==> config.mk <==
export PLATFORM = sky130hd
export DESIGN_NAME = i2c_master_transaction_sequencer_core_flat
export DESIGN_NICKNAME = d
export VERILOG_FILES = /design/src/hw/rtl/i2cseq_pkg.sv /design/src/hw/rtl/i2cseq_req_if.sv /design/src/hw/rtl/i2cseq_rsp_if.sv /design/src/hw/rtl/i2c_master_transaction_sequencer_core.sv /design/src/hw/rtl/i2cseq_step.sv /design/src/flat_wrapper.sv
export SDC_FILE = /design/constraint.sdc
export NUM_CORES = 1
export LEC_CHECK = 0
export BUFFER_PORTS_ARGS = -buffer_cell sky130_fd_sc_hd__buf_4
export CAP_MARGIN = 40
export CORE_MARGIN = 5
export CORE_UTILIZATION = 55
export CTS_CLUSTER_SIZE = 30
export DETAILED_ROUTE_END_ITERATION = 8
export HOLD_SLACK_MARGIN = 0.05
export PLACE_DENSITY = 0.86
export SYNTH_ARGS = -nofsm -noshare
export SYNTH_HDL_FRONTEND = slang
export SYNTH_SLANG_ARGS = --single-unit
==> constraint.sdc <==
create_clock -name clk -period 3 [get_ports clk]
set_input_delay 0.3 -clock clk [delete_from_list [all_inputs] [get_ports clk]]
set_output_delay 0.3 -clock clk [all_outputs]
set_load 0.005 [all_outputs]
==> src/hw/rtl/i2cseq_pkg.sv <==
// ----------------------------------------------------------------------------
// i2cseq_pkg
// Types, codes and constants shared by the I2C master transaction sequencer.
// ----------------------------------------------------------------------------
package i2cseq_pkg;

  localparam int MaxBytes = 255;

  typedef enum logic [1:0] {
    REQ_WRITE = 2'd0,
    REQ_READ  = 2'd1,
    REQ_STEP  = 2'd2
  } req_code_t;

  typedef enum logic [2:0] {
    CMD_NONE  = 3'd0,
    CMD_START = 3'd1,
    CMD_SEND  = 3'd2,
    CMD_RACK  = 3'd3,
    CMD_RNACK = 3'd4,
    CMD_STOP  = 3'd5
  } cmd_t;

  typedef enum logic [1:0] {
    OUT_BUSY = 2'd0,
    OUT_DONE = 2'd1,
    OUT_FAIL = 2'd2
  } outcome_t;

  typedef enum logic [2:0] {
    PH_IDLE    = 3'd0,
    PH_START   = 3'd1,
    PH_ADDR    = 3'd2,
    PH_WDATA   = 3'd3,
    PH_RX_ACK  = 3'd4,
    PH_RX_NACK = 3'd5
  } phase_t;

  localparam logic [7:0] StatusMask    = 8'hF8;
  localparam logic [7:0] StStart       = 8'h08;
  localparam logic [7:0] StRepStart    = 8'h10;
  localparam logic [7:0] StAddrAckWr   = 8'h18;
  localparam logic [7:0] StAddrAckRd   = 8'h40;
  localparam logic [7:0] StDataAckWr   = 8'h28;
  localparam logic [7:0] StDataAckRd   = 8'h50;
  localparam logic [7:0] StDataNackRd  = 8'h58;

  typedef struct packed {
    logic [1:0] req_type;
    logic [6:0] slave_address;
    logic [7:0] byte_count;
    logic [7:0] bus_status;
    logic [7:0] rx_byte;
    logic [7:0] tx_byte;
  } req_t;

  typedef struct packed {
    cmd_t       command;
    logic [7:0] tx_value;
    logic       rx_valid;
    logic [7:0] rx_data;
    outcome_t   outcome;
    logic [7:0] error_status;
  } rsp_t;

  typedef struct packed {
    phase_t     phase;
    logic       reading;
    logic [6:0] target_address;
    logic [7:0] bytes_left;
  } seq_state_t;

endpackage

==> src/hw/rtl/i2cseq_req_if.sv <==
// ----------------------------------------------------------------------------
// i2cseq_req_if
// Request channel: begin requests and bus step events.
// ----------------------------------------------------------------------------
interface i2cseq_req_if;
  logic       valid;
  logic       ready;
  logic [1:0] req_type;
  logic [6:0] slave_address;
  logic [7:0] byte_count;
  logic [7:0] bus_status;
  logic [7:0] rx_byte;
  logic [7:0] tx_byte;

  modport source (
    output valid, req_type, slave_address, byte_count, bus_status, rx_byte, tx_byte,
    input  ready
  );
  modport sink (
    input  valid, req_type, slave_address, byte_count, bus_status, rx_byte, tx_byte,
    output ready
  );
endinterface

==> src/hw/rtl/i2cseq_rsp_if.sv <==
// ----------------------------------------------------------------------------
// i2cseq_rsp_if
// Result channel: next bus command, received data and transaction outcome.
// ----------------------------------------------------------------------------
interface i2cseq_rsp_if;
  logic       valid;
  logic       ready;
  logic [2:0] command;
  logic [7:0] tx_value;
  logic       rx_valid;
  logic [7:0] rx_data;
  logic [1:0] outcome;
  logic [7:0] error_status;

  modport source (
    output valid, command, tx_value, rx_valid, rx_data, outcome, error_status,
    input  ready
  );
  modport sink (
    input  valid, command, tx_value, rx_valid, rx_data, outcome, error_status,
    output ready
  );
endinterface

==> src/hw/rtl/i2c_master_transaction_sequencer_core.sv <==
// ----------------------------------------------------------------------------
// i2c_master_transaction_sequencer_core
// I2C master write/read transaction sequencer over a byte-level bus engine.
// ----------------------------------------------------------------------------
// Takes one request beat per cycle unless the result side stalls, and
// returns exactly one result beat for each: begin write/read requests
// answer with START, bus step events are checked against the expected
// status and answered with the next command (address, data, receive with
// ACK/NACK, STOP) or a failure carrying the masked status. A request
// register feeds the status check and state update, then a result
// register. The transaction state is updated as each beat leaves the
// request register, so back-to-back beats see the state their predecessor
// left. A stalled result register holds the request register and the input.
module i2c_master_transaction_sequencer_core (
  input logic           clk,
  input logic           rst_n,
  i2cseq_req_if.sink    in_ch,
  i2cseq_rsp_if.source  out_ch
);

  logic                   s1_valid_r;
  i2cseq_pkg::req_t       s1_req_r;
  i2cseq_pkg::seq_state_t state_r;
  i2cseq_pkg::seq_state_t state_nxt;
  i2cseq_pkg::rsp_t       rsp_nxt;
  logic                   out_valid_r;
  i2cseq_pkg::rsp_t       out_rsp_r;
  logic                   advance;
  logic                   in_ready;

  assign advance  = !out_valid_r || out_ch.ready;
  assign in_ready = !s1_valid_r || advance;

  i2cseq_step u_step (
    .req       (s1_req_r),
    .state     (state_r),
    .state_nxt (state_nxt),
    .rsp       (rsp_nxt)
  );

  always_ff @(posedge clk) begin
    if (!rst_n) begin
      s1_valid_r  <= 1'b0;
      out_valid_r <= 1'b0;
      state_r     <= '{phase: i2cseq_pkg::PH_IDLE, reading: 1'b0,
                       target_address: 7'd0, bytes_left: 8'd0};
    end else begin
      if (in_ready) begin
        s1_valid_r <= in_ch.valid;
      end
      if (advance) begin
        out_valid_r <= s1_valid_r;
      end
      if (advance && s1_valid_r) begin
        state_r <= state_nxt;
      end
    end
  end

  always_ff @(posedge clk) begin
    if (in_ready && in_ch.valid) begin
      s1_req_r <= '{req_type:      in_ch.req_type,
                    slave_address: in_ch.slave_address,
                    byte_count:    in_ch.byte_count,
                    bus_status:    in_ch.bus_status,
                    rx_byte:       in_ch.rx_byte,
                    tx_byte:       in_ch.tx_byte};
    end
    if (advance && s1_valid_r) begin
      out_rsp_r <= rsp_nxt;
    end
  end

  assign in_ch.ready         = in_ready;
  assign out_ch.valid        = out_valid_r;
  assign out_ch.command      = out_rsp_r.command;
  assign out_ch.tx_value     = out_rsp_r.tx_value;
  assign out_ch.rx_valid     = out_rsp_r.rx_valid;
  assign out_ch.rx_data      = out_rsp_r.rx_data;
  assign out_ch.outcome      = out_rsp_r.outcome;
  assign out_ch.error_status = out_rsp_r.error_status;

endmodule

==> src/hw/rtl/i2cseq_step.sv <==
// ----------------------------------------------------------------------------
// i2cseq_step
// Status check and next-command decision for one request against the
// current transaction state.
// ----------------------------------------------------------------------------
module i2cseq_step (
  input  i2cseq_pkg::req_t       req,
  input  i2cseq_pkg::seq_state_t state,
  output i2cseq_pkg::seq_state_t state_nxt,
  output i2cseq_pkg::rsp_t       rsp
);

  logic [7:0] code;
  logic [8:0] cnt;
  logic       wr_advance;

  assign code = req.bus_status & i2cseq_pkg::StatusMask;

  always_comb begin
    state_nxt  = state;
    rsp        = '0;
    cnt        = {1'b0, req.byte_count};
    wr_advance = 1'b0;

    case (req.req_type)
      i2cseq_pkg::REQ_WRITE, i2cseq_pkg::REQ_READ: begin
        if (cnt > 9'(i2cseq_pkg::MaxBytes)) begin
          cnt = 9'(i2cseq_pkg::MaxBytes);
        end
        if (req.req_type[0] && cnt == 9'd0) begin
          cnt = 9'd1;
        end
        state_nxt.reading        = req.req_type[0];
        state_nxt.target_address = req.slave_address;
        state_nxt.bytes_left     = cnt[7:0];
        state_nxt.phase          = i2cseq_pkg::PH_START;
        rsp.command              = i2cseq_pkg::CMD_START;
      end
      i2cseq_pkg::REQ_STEP: begin
        unique case (state.phase)
          i2cseq_pkg::PH_IDLE: begin
          end
          i2cseq_pkg::PH_START: begin
            if (code == i2cseq_pkg::StStart || code == i2cseq_pkg::StRepStart) begin
              state_nxt.phase = i2cseq_pkg::PH_ADDR;
              rsp.command     = i2cseq_pkg::CMD_SEND;
              rsp.tx_value    = {state.target_address, state.reading};
            end else begin
              state_nxt.phase  = i2cseq_pkg::PH_IDLE;
              rsp.outcome      = i2cseq_pkg::OUT_FAIL;
              rsp.error_status = code;
            end
          end
          i2cseq_pkg::PH_ADDR: begin
            if (code != (state.reading ? i2cseq_pkg::StAddrAckRd
                                       : i2cseq_pkg::StAddrAckWr)) begin
              state_nxt.phase  = i2cseq_pkg::PH_IDLE;
              rsp.outcome      = i2cseq_pkg::OUT_FAIL;
              rsp.error_status = code;
            end else if (state.reading) begin
              if (state.bytes_left > 8'd1) begin
                state_nxt.phase = i2cseq_pkg::PH_RX_ACK;
                rsp.command     = i2cseq_pkg::CMD_RACK;
              end else begin
                state_nxt.phase = i2cseq_pkg::PH_RX_NACK;
                rsp.command     = i2cseq_pkg::CMD_RNACK;
              end
            end else begin
              wr_advance = 1'b1;
            end
          end
          i2cseq_pkg::PH_WDATA: begin
            if (code == i2cseq_pkg::StDataAckWr) begin
              wr_advance = 1'b1;
            end else begin
              state_nxt.phase  = i2cseq_pkg::PH_IDLE;
              rsp.outcome      = i2cseq_pkg::OUT_FAIL;
              rsp.error_status = code;
            end
          end
          i2cseq_pkg::PH_RX_ACK: begin
            if (code == i2cseq_pkg::StDataAckRd) begin
              state_nxt.bytes_left = state.bytes_left - 8'd1;
              rsp.rx_valid         = 1'b1;
              rsp.rx_data          = req.rx_byte;
              if (state.bytes_left > 8'd2) begin
                rsp.command = i2cseq_pkg::CMD_RACK;
              end else begin
                state_nxt.phase = i2cseq_pkg::PH_RX_NACK;
                rsp.command     = i2cseq_pkg::CMD_RNACK;
              end
            end else begin
              state_nxt.phase  = i2cseq_pkg::PH_IDLE;
              rsp.outcome      = i2cseq_pkg::OUT_FAIL;
              rsp.error_status = code;
            end
          end
          i2cseq_pkg::PH_RX_NACK: begin
            if (code == i2cseq_pkg::StDataNackRd) begin
              state_nxt.bytes_left = 8'd0;
              state_nxt.phase      = i2cseq_pkg::PH_IDLE;
              rsp.command          = i2cseq_pkg::CMD_STOP;
              rsp.rx_valid         = 1'b1;
              rsp.rx_data          = req.rx_byte;
              rsp.outcome          = i2cseq_pkg::OUT_DONE;
            end else begin
              state_nxt.phase  = i2cseq_pkg::PH_IDLE;
              rsp.outcome      = i2cseq_pkg::OUT_FAIL;
              rsp.error_status = code;
            end
          end
          default: begin
            state_nxt.phase = i2cseq_pkg::PH_IDLE;
          end
        endcase

        if (wr_advance) begin
          if (state.bytes_left == 8'd0) begin
            state_nxt.phase = i2cseq_pkg::PH_IDLE;
            rsp.command     = i2cseq_pkg::CMD_STOP;
            rsp.outcome     = i2cseq_pkg::OUT_DONE;
          end else begin
            state_nxt.bytes_left = state.bytes_left - 8'd1;
            state_nxt.phase      = i2cseq_pkg::PH_WDATA;
            rsp.command          = i2cseq_pkg::CMD_SEND;
            rsp.tx_value         = req.tx_byte;
          end
        end
      end
      default: begin
      end
    endcase
  end

endmodule

==> src/flat_wrapper.sv <==
// flat-port wrapper written by rule: the top's interface ports become plain ports
module i2c_master_transaction_sequencer_core_flat 
  (clk, rst_n, in_ch_valid, in_ch_req_type, in_ch_slave_address, in_ch_byte_count, in_ch_bus_status, in_ch_rx_byte, in_ch_tx_byte, in_ch_ready, out_ch_valid, out_ch_command, out_ch_tx_value, out_ch_rx_valid, out_ch_rx_data, out_ch_outcome, out_ch_error_status, out_ch_ready);
  i2cseq_req_if in_ch_i ();
  i2cseq_rsp_if out_ch_i ();
  input logic clk;
  input logic rst_n;
  input wire logic [$bits(in_ch_i.valid)-1:0] in_ch_valid;
  input wire logic [$bits(in_ch_i.req_type)-1:0] in_ch_req_type;
  input wire logic [$bits(in_ch_i.slave_address)-1:0] in_ch_slave_address;
  input wire logic [$bits(in_ch_i.byte_count)-1:0] in_ch_byte_count;
  input wire logic [$bits(in_ch_i.bus_status)-1:0] in_ch_bus_status;
  input wire logic [$bits(in_ch_i.rx_byte)-1:0] in_ch_rx_byte;
  input wire logic [$bits(in_ch_i.tx_byte)-1:0] in_ch_tx_byte;
  output wire logic [$bits(in_ch_i.ready)-1:0] in_ch_ready;
  output wire logic [$bits(out_ch_i.valid)-1:0] out_ch_valid;
  output wire logic [$bits(out_ch_i.command)-1:0] out_ch_command;
  output wire logic [$bits(out_ch_i.tx_value)-1:0] out_ch_tx_value;
  output wire logic [$bits(out_ch_i.rx_valid)-1:0] out_ch_rx_valid;
  output wire logic [$bits(out_ch_i.rx_data)-1:0] out_ch_rx_data;
  output wire logic [$bits(out_ch_i.outcome)-1:0] out_ch_outcome;
  output wire logic [$bits(out_ch_i.error_status)-1:0] out_ch_error_status;
  input wire logic [$bits(out_ch_i.ready)-1:0] out_ch_ready;
  assign in_ch_i.valid = in_ch_valid;
  assign in_ch_i.req_type = in_ch_req_type;
  assign in_ch_i.slave_address = in_ch_slave_address;
  assign in_ch_i.byte_count = in_ch_byte_count;
  assign in_ch_i.bus_status = in_ch_bus_status;
  assign in_ch_i.rx_byte = in_ch_rx_byte;
  assign in_ch_i.tx_byte = in_ch_tx_byte;
  assign in_ch_ready = in_ch_i.ready;
  assign out_ch_valid = out_ch_i.valid;
  assign out_ch_command = out_ch_i.command;
  assign out_ch_tx_value = out_ch_i.tx_value;
  assign out_ch_rx_valid = out_ch_i.rx_valid;
  assign out_ch_rx_data = out_ch_i.rx_data;
  assign out_ch_outcome = out_ch_i.outcome;
  assign out_ch_error_status = out_ch_i.error_status;
  assign out_ch_i.ready = out_ch_ready;
  i2c_master_transaction_sequencer_core u_core (.clk(clk), .rst_n(rst_n), .in_ch(in_ch_i), .out_ch(out_ch_i));
endmodule
## After elaboration in Yosys (flattened, before gate mapping)

Cells that the tools add are included.

| word-level totals | value |
|---|---|
| input port bits | 45 |
| output and inout bits | 32 |
| flip-flop bits (word level) | 92 |
| logic and storage cells | 104 |

| cells by class | value |
|---|---|
| add/subtract/negate cells | 1 |
| muxes and demuxes | 49 |
| reductions and logical operators | 17 |
| equality and inequality tests | 17 |
| magnitude comparators | 2 |

Operators with widths:

| operator | number |
|---|---|
| $mux W8 | 8 |
| $mux W10 | 5 |
| $pmux W10 S5 | 1 |
| $mux W3 | 13 |
| $pmux W8 S2 | 2 |
| $mux W9 | 2 |
| $pmux W9 S2 | 1 |
| $logic_not A8 Y1 | 2 |
| $pmux W3 S5 | 1 |
| $pmux W3 S2 | 2 |
| $pmux W3 S4 | 1 |
| $mux W11 | 1 |
| $eq A5 B4 Y1 const B | 2 |
| $mux W2 | 5 |
| $gt A8 B1 Y1 const B | 1 |
| $gt A8 B2 Y1 const B | 1 |
| $ne A8 B7 Y1 | 1 |
| $sub A8 B1 Y8 const B | 1 |
| $mux W7 | 1 |
| $eq A3 B2 Y1 const B | 2 |
| $eq A3 B3 Y1 const B | 2 |
| $reduce_and A6 Y1 | 1 |
| $eq A5 B1 Y1 const B | 1 |
| $eq A5 B2 Y1 const B | 1 |
| 18 further kinds | 28 |

## Longest topological paths before layout

Gate-level depths: netlist of the first run.

| depth | value |
|---|---|
| depth after elaboration | 7 |
| gate-level depth with buffers | 7 |
| gate-level depth less buffers | 6 |

## By module

Synthesis of the first run repeated with hierarchy kept, for this count alone.

| second synthesis, totals | value |
|---|---|
| cell total of the unflattened synthesis | 344 |
| area total of the unflattened synthesis | 4202.8 µm² |

By module, submodules not included:

| module | seq. area each (µm²) | instances | cells each | area each (µm²) |
|---|---|---|---|---|
| i2c_master_transaction_sequencer_core | 2552.4 | 1 | 162 | 2980.4 |
| i2cseq_step | 0.0 | 1 | 182 | 1222.4 |

## Worst setup path after synthesis of the first run

Ideal clock, no wire load.

| timing | value |
|---|---|
| path kind | register to register |
| from | register u_core.s1_valid_r |
| to | register u_core.out_rsp_r, in the netlist u_core.out_ch.command[0] (enable) |
| data required time | 2.589 ns |
| path buffers | 1 |
| setup time | 0.411 ns |
| cell stages (with the launch flop) | 4 |
| data arrival time | 1.800 ns |
| period minus slack after synthesis | 2.211 ns |
| path slack | 0.789 ns |
| cells stage by stage | dfxtp_1 > clkbuf_1 > inv_1 > nor2_1 |

| on the way | value |
|---|---|
| cells in the longest elaborated chain, start to end | 1 |

RTL lines:

| what | RTL line | text |
|---|---|---|
| start, declared | i2c_master_transaction_sequencer_core.sv:21 | `logic s1_valid_r;` |
| start signal, assigned | i2c_master_transaction_sequencer_core.sv:49 | `s1_valid_r <= in_ch.valid;` |
| $logic_and A1 B1 Y1 | i2c_master_transaction_sequencer_core.sv:69 | `if (advance && s1_valid_r) begin` |
| end signal, assigned | i2c_master_transaction_sequencer_core.sv:70 | `out_rsp_r <= rsp_nxt;` |
| end, declared | i2c_master_transaction_sequencer_core.sv:27 | `i2cseq_pkg::rsp_t out_rsp_r;` |

No other way between the ends.
A chain may end at the register's enable or synchronous reset.

==> metrics.md, run 1 <==
| Metric | Value |
|---|---|
| Top-level I/O count | 77 |
| Max_slew headroom | 0.4960 |
| Placement Cell Area | 0.004548 mm^2 |
| Compound-gate portion of the synthesized area | 0.1604 |
| Post-Synthesis Mean Instance Area | 11.57 um^2 |
| Initial antenna violation count | 0 |
| Die Ht | 94.56 um |
| Worst clock skew | 0.006899 ns |
| Max-cap violation count | 0 |
| Async SR Flop Fraction | 0 |
| Global router's overall resource usage | 0.2002 |
| Synth Area in Simple Gates | 0.1737 |
| First-pass GRT wire length | 13800 um |
| Die Area | 0.008941 mm^2 |
| Terminating pin of the worst hold path | u_core.s1_req_r[23] |
| Root cell of the clock tree | sky130_fd_sc_hd__clkbuf_8 |
| Final cell area excluding filler cells | 0.004722 mm^2 |
| Number of standard cells in the layout, taps in and fillers out | 511 |
| Wirelength per Cell | 17.07 um |
| # hold bufs at CTS | 0 |
| Period utilization | 0.8247 |
| Layout-stage area growth over the synthesis result | 20.08% |
| Type of element capturing the critical path | flip-flop |
| Count of distinct cell types in the synthesized netlist | 64 |
| CTS-repair resized insts | 0 |
| Estimated wirelength of the detail-placed design | 6196 um |
| Run status | complete, no violations |
| Power per standard cell area | 495.3 mW/mm^2 |
| Total clock buffers created by CTS | 9 |
| Net total in the final layout | 459 |
| Final setup violation count | 0 |
| Core Footprint | 0.006869 mm^2 |
| Adder-Cell Fraction of Synth Area | 0.01273 |
| Cell depth of the worst flop-to-flop path | 5 |
| Worst EP arrival | 2.61 ns |
| Sum of internal, switching and leakage power | 2.339 mW |
| Placed cell count | 495 |
| Post-detailed-routing wire length | 8721 um |
| TNS Setup | 0 ns |
| Final hold vios | 0 |
| Horizontal die dimension | 94.56 um |
| RSZ-0062 raised after global routing | false |
| Port-buffer cells | 70 |
| Number of warnings issued by yosys | 0 |
| Cell count of the worst hold path | 1 |
| Transition time at the pin with the least slew margin | 0.7561 ns |
| Flip-flop cell with the highest count after synthesis | sky130_fd_sc_hd__edfxtp_1 |
| Insertion delay to the later sink of the worst-skew pair | 0.35 ns |
| Clock Sinks | 86 |
| Number of synthesized register bits | 86 |
| Library cell occupying the most area in the post-synthesis netlist | sky130_fd_sc_hd__edfxtp_1 |
| Most numerous cell types in the synthesized netlist | sky130_fd_sc_hd__edfxtp_1, sky130_fd_sc_hd__nand2_1, sky130_fd_sc_hd__a21oi_1, sky130_fd_sc_hd__dfxtp_1, sky130_fd_sc_hd__nor2_1 |
| Detail Route Antenna Nets | 0 |
| Worst reg2reg path startpoint | u_core.s1_req_r[21] |
| Maximum fanout encountered on the critical timing path | 9 |
| Sequential share of the synthesized area | 0.6032 |
| Upper clock frequency limit | 0.4042 GHz |
| Number of global-route vias before repair | 2914 |
| Fraction of final layout cells with drive strength greater than 1 | 0.2578 |
| Endpoint of the lowest-slack register-to-register path | u_core.out_ch.command[0] |
| Initial Utilization | 0.5725 |
| Remaining Overflow, GRT | 0 |
| Final weighted congestion of routability-driven global placement | 0.9185 |
| Beginning of the worst hold path | in_ch_bus_status[7] |
| Share of Yosys cell area claimed by the top area cell type | 0.4963 |
| Antenna diode count | 0 |
| Number of H-tree levels | 3 |
| Count of unresolved DRC violations after routing | 0 |
| Peak supply drop | 0.3625 mV |
| Clock-pin slew on the worst setup and hold paths | 0.09 ns |
| Deepest clock path buffer count | 2 |
| Post-CTS repair timing setup buffer count | 0 |
| Dominant cell by count in the synthesized netlist | sky130_fd_sc_hd__edfxtp_1 |
| Iter 0 DRT Violations | 310 |
| Shortest clock period the worst path allows after layout | 2.474 ns |
| Portion of netlist area occupied by mux cells | 0 |
| Total standard cell area after synthesis | 0.003933 mm^2 |
| Pin count of the biggest net entering global routing | 33 |
| Overall via count from detail_route | 3024 |
| Largest family of logic cells by synthesized area | simple AND/OR/NAND/NOR gates |
| TritonCTS clock tree | done |
| EDFF count, synth | 65 |
| First-pass DRT Iterations | 5 |
| Largest cells by area after synthesis | sky130_fd_sc_hd__edfxtp_1, sky130_fd_sc_hd__dfxtp_1, sky130_fd_sc_hd__nand2_1, sky130_fd_sc_hd__a21oi_1, sky130_fd_sc_hd__a22o_1 |
| Area share of xor/xnor cells in the synthesized design | 0.01114 |
| Worst setup SP type | flip-flop |
| Leakage component of the power | 1.788 nW |
| Crit path kind | reg -> reg |
| Std-Cell Rows | 30 |
| Cells after Synth | 340 |
| Kind of path behind the tightest hold check | in -> reg |
| Smallest hold slack | 0.1179 ns |
| Flop-to-flop setup slack | 0.53 ns |
| Data required time at the worst endpoint | 3.14 ns |
| Drt via density | 5.918 |
| Fin. max-slew vios | 0 |
## flip-flops by register name (all words and copies together) (netlist names)
name and flops:
u_core.out_ch.command 3, u_core.out_ch.error_status 5, u_core.out_ch.outcome 2, u_core.out_ch.rx_data 8, u_core.out_ch.rx_valid 1, u_core.out_ch.tx_value 8, u_core.out_ch.valid 1, u_core.s1_req_r 38
u_core.s1_valid_r 1, u_core.state_r 19
## metal layers
layer / routed length, um / vias to the layer above / track usage
met3: 645 / 18 / 0.03904
met4: 237 / 0 / 0.09135
li1: - / 1435 / -
met5: 0 / - / 0
met1: 3582 / 1424 / 0.2505
met2: 4257 / 147 / 0.3363
## stage by stage
| stage | utilization | setup slack, ns |
|---|---|---|
| after global routing | 0.6874 | 0.3965 |
| after global placement | 0.6621 | 0.5981 |
| after CTS | 0.6874 | 0.5545 |
| final | 0.6874 | 0.5259 |
| after floorplan | - | 0.7892 |
| after detailed placement | 0.6621 | 0.5810 |
## power breakdown
group          total, mW  switching, mW  internal, mW
clock network      0.730          0.419         0.310
logic              0.239          0.130         0.109
registers           1.37         0.0334          1.34
total               2.34          0.583          1.76
## kinds of logic after synthesis
logic type | Yosys count
simple gates | 126
compound gates | 86
buf+inv | 32
flops | 86
fa+ha+maj | 4
xor+xnor | 5
other cells | 1
## area by class of cell
type / count / area, um^2
flip-flops and latches: 86 / 2372
fillers: 511 / 2147
multi-input cells: 224 / 1421
repair buffers: 80 / 600.6
clock buffers: 11 / 131.4
well taps: 96 / 120.1
clock inverters: 5 / 42.54
inverters: 9 / 33.78
## how the worst max path moves through the flow
| stage | from | end | slack, ns | depth (start not counted) |
|---|---|---|---|---|
| 5_1_grt | u_core.s1_req_r[21] | u_core.out_ch.command[0] | 0.40 | 5 |
| 3_3_place_gp | u_core.s1_req_r[21] | u_core.out_ch.tx_value[6] | 0.60 | 6 |
| 2_1_floorplan | u_core.s1_valid_r | u_core.out_ch.command[0] | 0.79 | 3 |
| 3_5_place_dp | u_core.s1_req_r[21] | u_core.out_ch.tx_value[1] | 0.58 | 6 |
| 4_1_cts | u_core.s1_req_r[21] | u_core.out_ch.tx_value[1] | 0.55 | 6 |
| 6_report | u_core.s1_req_r[21] | u_core.out_ch.command[0] | 0.53 | 5 |
## critical path, cell delays in order (launching register included)
cell and delay (ns):
sky130_fd_sc_hd__edfxtp_1 0.52, sky130_fd_sc_hd__or4b_2 0.66, sky130_fd_sc_hd__o22a_1 0.36, sky130_fd_sc_hd__o21ai_0 0.30, sky130_fd_sc_hd__a211oi_1 0.09, sky130_fd_sc_hd__o31ai_1 0.32
## layout by cell type, fill, tap and decap left out, types with 4 or more instances in the layout
cell                       instances
sky130_fd_sc_hd__a211oi_1          6
sky130_fd_sc_hd__o211a_1           4
sky130_fd_sc_hd__nand2b_1          8
sky130_fd_sc_hd__o31ai_1           5
sky130_fd_sc_hd__nand4_1          10
sky130_fd_sc_hd__and3_1            4
sky130_fd_sc_hd__a21oi_1          21
sky130_fd_sc_hd__nor3_1           11
sky130_fd_sc_hd__clkbuf_8          9
sky130_fd_sc_hd__buf_4            80
sky130_fd_sc_hd__nand2_1          34
sky130_fd_sc_hd__a31oi_1           4
sky130_fd_sc_hd__edfxtp_1         65
sky130_fd_sc_hd__inv_1             9
sky130_fd_sc_hd__and2_1           11
sky130_fd_sc_hd__or3_1             4
sky130_fd_sc_hd__nor2b_1           4
sky130_fd_sc_hd__nor2_1           16
sky130_fd_sc_hd__nand3_1           8
sky130_fd_sc_hd__a22o_1            8
sky130_fd_sc_hd__o21ai_0           7
sky130_fd_sc_hd__dfxtp_1          21
sky130_fd_sc_hd__ha_1              4
Note: power is estimated with default switching activity, not from simulation.
==> inputs of run 2 (changes only) <==
- clock period: 3 -> 2.5 ns (I/O delays scaled with it)
==> run 2 against run 1 <==
  * Non-clock buffer count is 27 higher
  * First-iteration DRC count increased by 32%
  * Maximum frequency rose by 3.0%
  * Wire length up 11%
  * Critical path depth grew 1
  * Power up 27%
  * Clock power rose by 38%
  * Die area did not move
  * Register-to-register slack worse by 0.43 ns
  * Flip-flop and latch count stayed put
  * Global-route usage up 2.3 points
  * Combinational power grew 31%
  * Critical endpoint is now u_core.out_ch.tx_value[3]
  * Largest cell class unchanged
==> metrics.md, run 2 (synthesized netlist as in run 1, its figures left out) <==
| Metric | Value |
|---|---|
| Wirelength per Cell | 17.93 um (+5.1%) |
| Maximum fanout encountered on the critical timing path | 8 (-1) |
| Drt via density | 5.959 (+0.70%) |
| Placed cell count | 505 (+2.0%) |
| Detail Route Antenna Nets | 0 (unchanged) |
| Worst setup SP type | flip-flop |
| Worst EP arrival | 2.52 ns (-0.09 ns) |
| Clock-pin slew on the worst setup and hold paths | 0.09 ns (about the same) |
| Cell depth of the worst flop-to-flop path | 6 (+1) |
| Layout-stage area growth over the synthesis result | 26.85% |
| Overall via count from detail_route | 3206 (+6.0%) |
| Upper clock frequency limit | 0.4164 GHz (+3.0%) |
| Number of H-tree levels | 3 (unchanged) |
| Run status | complete, no violations |
| Post-detailed-routing wire length | 9648 um (+11%) |
| Horizontal die dimension | 94.56 um (unchanged) |
| Max_slew headroom | 0.5464 (+0.05042) |
| Met1 track utilization from global routing | 0.2779 (+0.02740) |
| Die Area | 0.008941 mm^2 (unchanged) |
| Total clock buffers created by CTS | 9 (unchanged) |
| Final cell area excluding filler cells | 0.004989 mm^2 (+5.6%) |
| Crit path kind | reg -> reg |
| Period utilization | 0.9605 (+0.1358) |
| Final weighted congestion of routability-driven global placement | 0.9438 (+2.8%) |
| Shortest clock period the worst path allows after layout | 2.401 ns (-0.07282 ns) |
| Global router's overall resource usage | 0.2228 (+0.02251) |
| Port-buffer cells | 70 (unchanged) |
| Placement Cell Area | 0.004621 mm^2 (+1.6%) |
| RSZ-0062 raised after global routing | false |
| Type of element capturing the critical path | flip-flop |
| Peak supply drop | 0.5284 mV (+46%) |
| Met2 demand-to-capacity share in global routing | 0.3753 (+0.03901) |
| First-pass DRT Iterations | 6 (+1) |
| Iter 0 DRT Violations | 408 (+32%) |
| Final setup violation count | 0 (unchanged) |
| Fin. max-slew vios | 0 (unchanged) |
| Power per standard cell area | 595.1 mW/mm^2 (+20%) |
| Cell count of the worst hold path | 1 (unchanged) |
| Initial antenna violation count | 0 (unchanged) |
| Pin count of the biggest net entering global routing | 39 (+18%) |
| Max reg flops | 38 (unchanged) |
| Core Footprint | 0.006869 mm^2 (unchanged) |
| Transition time at the pin with the least slew margin | 0.6752 ns (-0.08083 ns) |
| Net total in the final layout | 486 (+5.9%) |
| Top Registers | u_core.s1_req_r x38, u_core.state_r x19 |
| Smallest hold slack | 0.06083 ns (-0.05708 ns) |
| Number of standard cells in the layout, taps in and fillers out | 538 (+5.3%) |
| Share of the core filled with cells | 0.7262 (+0.03880) |
| Most frequent cells in the layout | sky130_fd_sc_hd__buf_4, sky130_fd_sc_hd__edfxtp_1, sky130_fd_sc_hd__nand2_1, sky130_fd_sc_hd__a21oi_1, sky130_fd_sc_hd__dfxtp_1 |
| Die Ht | 94.56 um (unchanged) |
| Leakage component of the power | 1.920 nW (+7.3%) |
| Antenna diode count | 0 (unchanged) |
| Deepest clock path buffer count | 2 (unchanged) |
| First-pass GRT wire length | 15260 um (+11%) |
| Fraction of final layout cells with drive strength greater than 1 | 0.2670 (+0.009137) |
| TritonCTS clock tree | done |
| Top register by number of flip-flops | u_core.s1_req_r |
| Max-cap violation count | 0 (unchanged) |
| Data required time at the worst endpoint | 2.61 ns (-0.53 ns) |
| Gr busiest metal | met2 |
| Number of global-route vias before repair | 3163 (+8.5%) |
| Kind of path behind the tightest hold check | in -> reg |
| Remaining Overflow, GRT | 0 (unchanged) |
| Clock Sinks | 86 (unchanged) |
| Met3 Usage GRT | 0.04303 (+0.003984) |
| Final hold vios | 0 (unchanged) |
| Post-CTS repair timing setup buffer count | 0 (unchanged) |
| Std-Cell Rows | 30 (unchanged) |
| Most common cell after layout, fill and taps aside | sky130_fd_sc_hd__buf_4 |
| Root cell of the clock tree | sky130_fd_sc_hd__clkbuf_8 |
| TNS Setup | 0 ns (unchanged) |
| Initial Utilization | 0.5725 (unchanged) |
| Insertion delay to the later sink of the worst-skew pair | 0.36 ns (about the same) |
| Count of unresolved DRC violations after routing | 0 (unchanged) |
| Worst clock skew | 0.009452 ns (+0.002553 ns) |
| Estimated wirelength of the detail-placed design | 6569 um (+6.0%) |
| Top-level I/O count | 77 (unchanged) |
==> run 2: final timing paths <==
check / startpoint / to / slack, ns
worst max-delay path: u_core.s1_req_r[23] / u_core.out_ch.tx_value[3] / 0.1
worst min register to register: u_core.state_r[13] / u_core.state_r[13] / 0.47
worst min-delay path: in_ch_bus_status[5] / u_core.s1_req_r[21] / 0.06
worst max register to register: u_core.s1_req_r[23] / u_core.out_ch.tx_value[3] / 0.1
==> run 2: area by class of cell <==
type	count	area [um^2]
sequential	86	2372
fill	447	1881
multi-input combinational	224	1421
timing repair buffer	107	843.3
clock buffer	10	127.6
tap	96	120.1
clock inverter	6	70.07
inverter	9	33.78
==> run 2: layer usage <==
layer | up-vias | part of all wire
li1 | 1486 | -
met1 | 1528 | 0.39
met2 | 169 | 0.52
met3 | 23 | 0.073
met4 | 0 | 0.024
met5 | - | 0
==> run 2: through the flow <==
stage | setup slack, ns | power (mW)
detailed placement | 0.1242 | 1.965
global route | 0.01228 | 3.085
global placement | 0.2151 | 1.953
CTS | 0.1056 | 2.958
finish | 0.09874 | 2.969
floorplan | 0.2892 | 1.831
==> run 2: report_power, final <==
| group | internal [mW] | switching, mW | leakage (nW) |
|---|---|---|---|
| Combinational | 0.153 | 0.161 | 1.02 |
| Sequential | 1.60 | 0.0440 | 0.806 |
| Clock | 0.472 | 0.535 | 0.0978 |
| Total | 2.23 | 0.740 | 1.92 |
==> run 2: critical path: stages (launching register included) <==
cell	delay (ns)
sky130_fd_sc_hd__edfxtp_1	0.45
sky130_fd_sc_hd__or4b_2	0.69
sky130_fd_sc_hd__o22a_1	0.35
sky130_fd_sc_hd__nor2_1	0.22
sky130_fd_sc_hd__nor3_1	0.07
sky130_fd_sc_hd__buf_2	0.18
sky130_fd_sc_hd__a22o_1	0.20
==> run 2: repair_timing <==
action                                  in CTS  in global routing
hold endpoints to repair                     6                 11
endpoints found under the setup margin       0                  1
hold buffers                                 6                 11
gates resized for setup                      0                  1
==> inputs of run 3 (changes only) <==
- CORE_MARGIN: 5 -> not set
==> run 3 against run 2 <==
  * Power fell by 3.9%
  * Maximum frequency fell by 0.87%
  * Combinational power fell by 2%
  * Via count fell by 1.4%
  * Largest cell class unchanged
  * Highest routed layer unchanged
==> metrics.md, run 3 (synthesized netlist as in run 1, its figures left out) <==
| Metric | Value |
|---|---|
| Iter 0 DRT Violations | 354 (-13%) |
| Smallest hold slack | 0.05713 ns (-0.003695 ns) |
| Drt via density | 5.977 (+0.31%) |
| Remaining Overflow, GRT | 0 (unchanged) |
| Data required time at the worst endpoint | 2.62 ns (about the same) |
| Max-cap violation count | 0 (unchanged) |
| Root cell of the clock tree | sky130_fd_sc_hd__clkbuf_8 |
| Number of global-route vias before repair | 2985 (-5.6%) |
| Peak supply drop | 0.4293 mV (-19%) |
| Post-detailed-routing wire length | 9095 um (-5.7%) |
| Worst setup SP type | flip-flop |
| Horizontal die dimension | 86.56 um (-8.5%) |
| Pin count of the biggest net entering global routing | 39 (unchanged) |
| Clock-pin slew on the worst setup and hold paths | 0.09 ns (about the same) |
| Type of element capturing the critical path | flip-flop |
| Placed cell count | 498 (-1.4%) |
| Worst reg2reg path startpoint | u_core.s1_req_r[21] |
| Kind of path behind the tightest hold check | in -> reg |
| Maximum fanout encountered on the critical timing path | 9 (+1) |
| Overall via count from detail_route | 3162 (-1.4%) |
| Top register by number of flip-flops | u_core.s1_req_r |
| CTS-repair resized insts | 0 (unchanged) |
| Port-buffer cells | 70 (unchanged) |
| Top Registers | u_core.s1_req_r x38, u_core.state_r x19 |
| Count of unresolved DRC violations after routing | 0 (unchanged) |
| Top-level I/O count | 77 (unchanged) |
| Max_slew headroom | 0.5172 (-0.02914) |
| Clock Sinks | 86 (unchanged) |
| Die Ht | 86.56 um (-8.5%) |
| Most common cell after layout, fill and taps aside | sky130_fd_sc_hd__buf_4 |
| Sequential Power Share | 0.577 (+0.022) |
| Initial antenna violation count | 0 (unchanged) |
| Net switching power | 0.7260 mW (-1.8%) |
| Number of H-tree levels | 3 (unchanged) |
| Worst setup path start | u_core.s1_req_r[21] |
| Final hold vios | 0 (unchanged) |
| Deepest clock path buffer count | 2 (unchanged) |
| Core Footprint | 0.006832 mm^2 (-0.55%) |
| TritonCTS clock tree | done |
| Multi-input combinational cell area | 0.001421 mm^2 (unchanged) |
| Switch share | 0.2545 (+0.005374) |
| Layout-stage area growth over the synthesis result | 24.82% |
| Period utilization | 0.9689 (+0.008397) |
| Number of filler cells placed in the layout | 480 (+7.4%) |
| Detail Route Antenna Nets | 0 (unchanged) |
| Crit path kind | reg -> reg |
| Share of power burned in combinational logic | 0.108 (+0.002) |
| Final setup violation count | 0 (unchanged) |
| Power per standard cell area | 581.2 mW/mm^2 (-2.3%) |
| Transition time at the pin with the least slew margin | 0.7186 ns (+0.04338 ns) |
| Net total in the final layout | 477 (-1.9%) |
| First-pass GRT wire length | 14000 um (-8.3%) |
| Estimated wirelength of the detail-placed design | 6024 um (-8.3%) |
| Run status | complete, no violations |
| Leakage component of the power | 1.867 nW (-2.7%) |
| Std-Cell Rows | 30 (unchanged) |
| Upper clock frequency limit | 0.4128 GHz (-0.87%) |
| Worst EP arrival | 2.54 ns (+0.02 ns) |
| Total clock buffers created by CTS | 9 (unchanged) |
| Final weighted congestion of routability-driven global placement | 0.8888 (-5.8%) |
| Number of standard cells in the layout, taps in and fillers out | 529 (-1.7%) |
| Insertion delay to the later sink of the worst-skew pair | 0.36 ns (about the same) |
| Antenna diode count | 0 (unchanged) |
| Die Area | 0.007492 mm^2 (-16%) |
| Pint | 2.127 mW (-4.6%) |
| Fin. max-slew vios | 0 (unchanged) |
| Beginning of the worst hold path | in_ch_slave_address[2] |
| Global router's overall resource usage | 0.2522 (+0.02943) |
| Wirelength per Cell | 17.19 um (-4.1%) |
| Storage element area | 0.002372 mm^2 (unchanged) |
| First-pass DRT Iterations | 5 (-1) |
| Shortest clock period the worst path allows after layout | 2.422 ns (+0.02099 ns) |
| Worst clock skew | 0.005621 ns (-0.003830 ns) |
| Initial Utilization | 0.5756 (+0.003146) |
| Most frequent cells in the layout | sky130_fd_sc_hd__buf_4, sky130_fd_sc_hd__edfxtp_1, sky130_fd_sc_hd__nand2_1, sky130_fd_sc_hd__a21oi_1, sky130_fd_sc_hd__dfxtp_1 |
| Max reg flops | 38 (unchanged) |
| Fraction of final layout cells with drive strength greater than 1 | 0.2540 (-0.01293) |
| Part of the power in the clock network | 0.314 (-0.025) |
[run 3: per-stage QoR]
stage / setup TNS [ns] / setup slack [ns] / utilization / cell area (um^2) / power (mW)
final: 0 / 0.07774 / 0.7185 / 4908 / 2.853
after floorplan: 0 / 0.2892 / - / 3940 / 1.831
after detailed placement: 0 / 0.1593 / 0.6709 / 4583 / 1.961
after CTS: 0 / 0.1037 / 0.7024 / 4798 / 2.835
after global routing: -0.01250 / -0.01096 / 0.7185 / 4908 / 2.947
after global placement: 0 / 0.1995 / 0.6709 / 4583 / 1.949
[run 3: cell type report]
| class | count | area share |
|---|---|---|
| clock buffers | 11 | 0.02677 |
| clock inverters | 5 | 0.008922 |
| inverters | 9 | 0.006882 |
| multi-input cells | 224 | 0.2896 |
| flip-flops and latches | 86 | 0.4833 |
| well taps | 96 | 0.02447 |
| repair buffers | 98 | 0.1601 |
[run 3: layer usage]
layer / wire (um) / GRT usage / vias up / part of all wire
met4: 252 / 0.1379 / 0 / 0.028
met5: 0 / 0 / - / 0
met1: 3546 / 0.3050 / 1477 / 0.39
met2: 4687 / 0.4177 / 180 / 0.52
li1: - / - / 1474 / -
met3: 609 / 0.06095 / 31 / 0.067
[run 3: worst paths after layout]
| check | endpoint | slack, ns | cells after the start |
|---|---|---|---|
| min | u_core.s1_req_r[34] | 0.06 | 1 |
| min reg2reg | u_core.state_r[13] | 0.47 | 2 |
| max reg2reg | u_core.out_ch.tx_value[6] | 0.08 | 6 |
| max | u_core.out_ch.tx_value[6] | 0.08 | 6 |
[run 3: worst max-delay path, cell delays in order (launching register included)]
cell	delay [ns]
sky130_fd_sc_hd__edfxtp_1	0.50
sky130_fd_sc_hd__or4b_2	0.66
sky130_fd_sc_hd__o22a_1	0.32
sky130_fd_sc_hd__nor2_1	0.19
sky130_fd_sc_hd__nor3_1	0.09
sky130_fd_sc_hd__buf_4	0.22
sky130_fd_sc_hd__a22o_1	0.20
[run 3: repair_timing]
item / in CTS / in global routing
hold buffers: 4 / 11
setup buffers: 0 / 0
endpoints found under the hold margin: 4 / 11
[run 3: power groups by stage]
stage | clock network, mW | logic (mW) | registers, mW
final | 0.897 | 0.309 | 1.65
after global placement | 0 | 0.275 | 1.67
after global routing | 0.958 | 0.336 | 1.65
after detailed placement | 0 | 0.283 | 1.68
after floorplan | 0 | 0.169 | 1.66
after CTS | 0.900 | 0.290 | 1.65
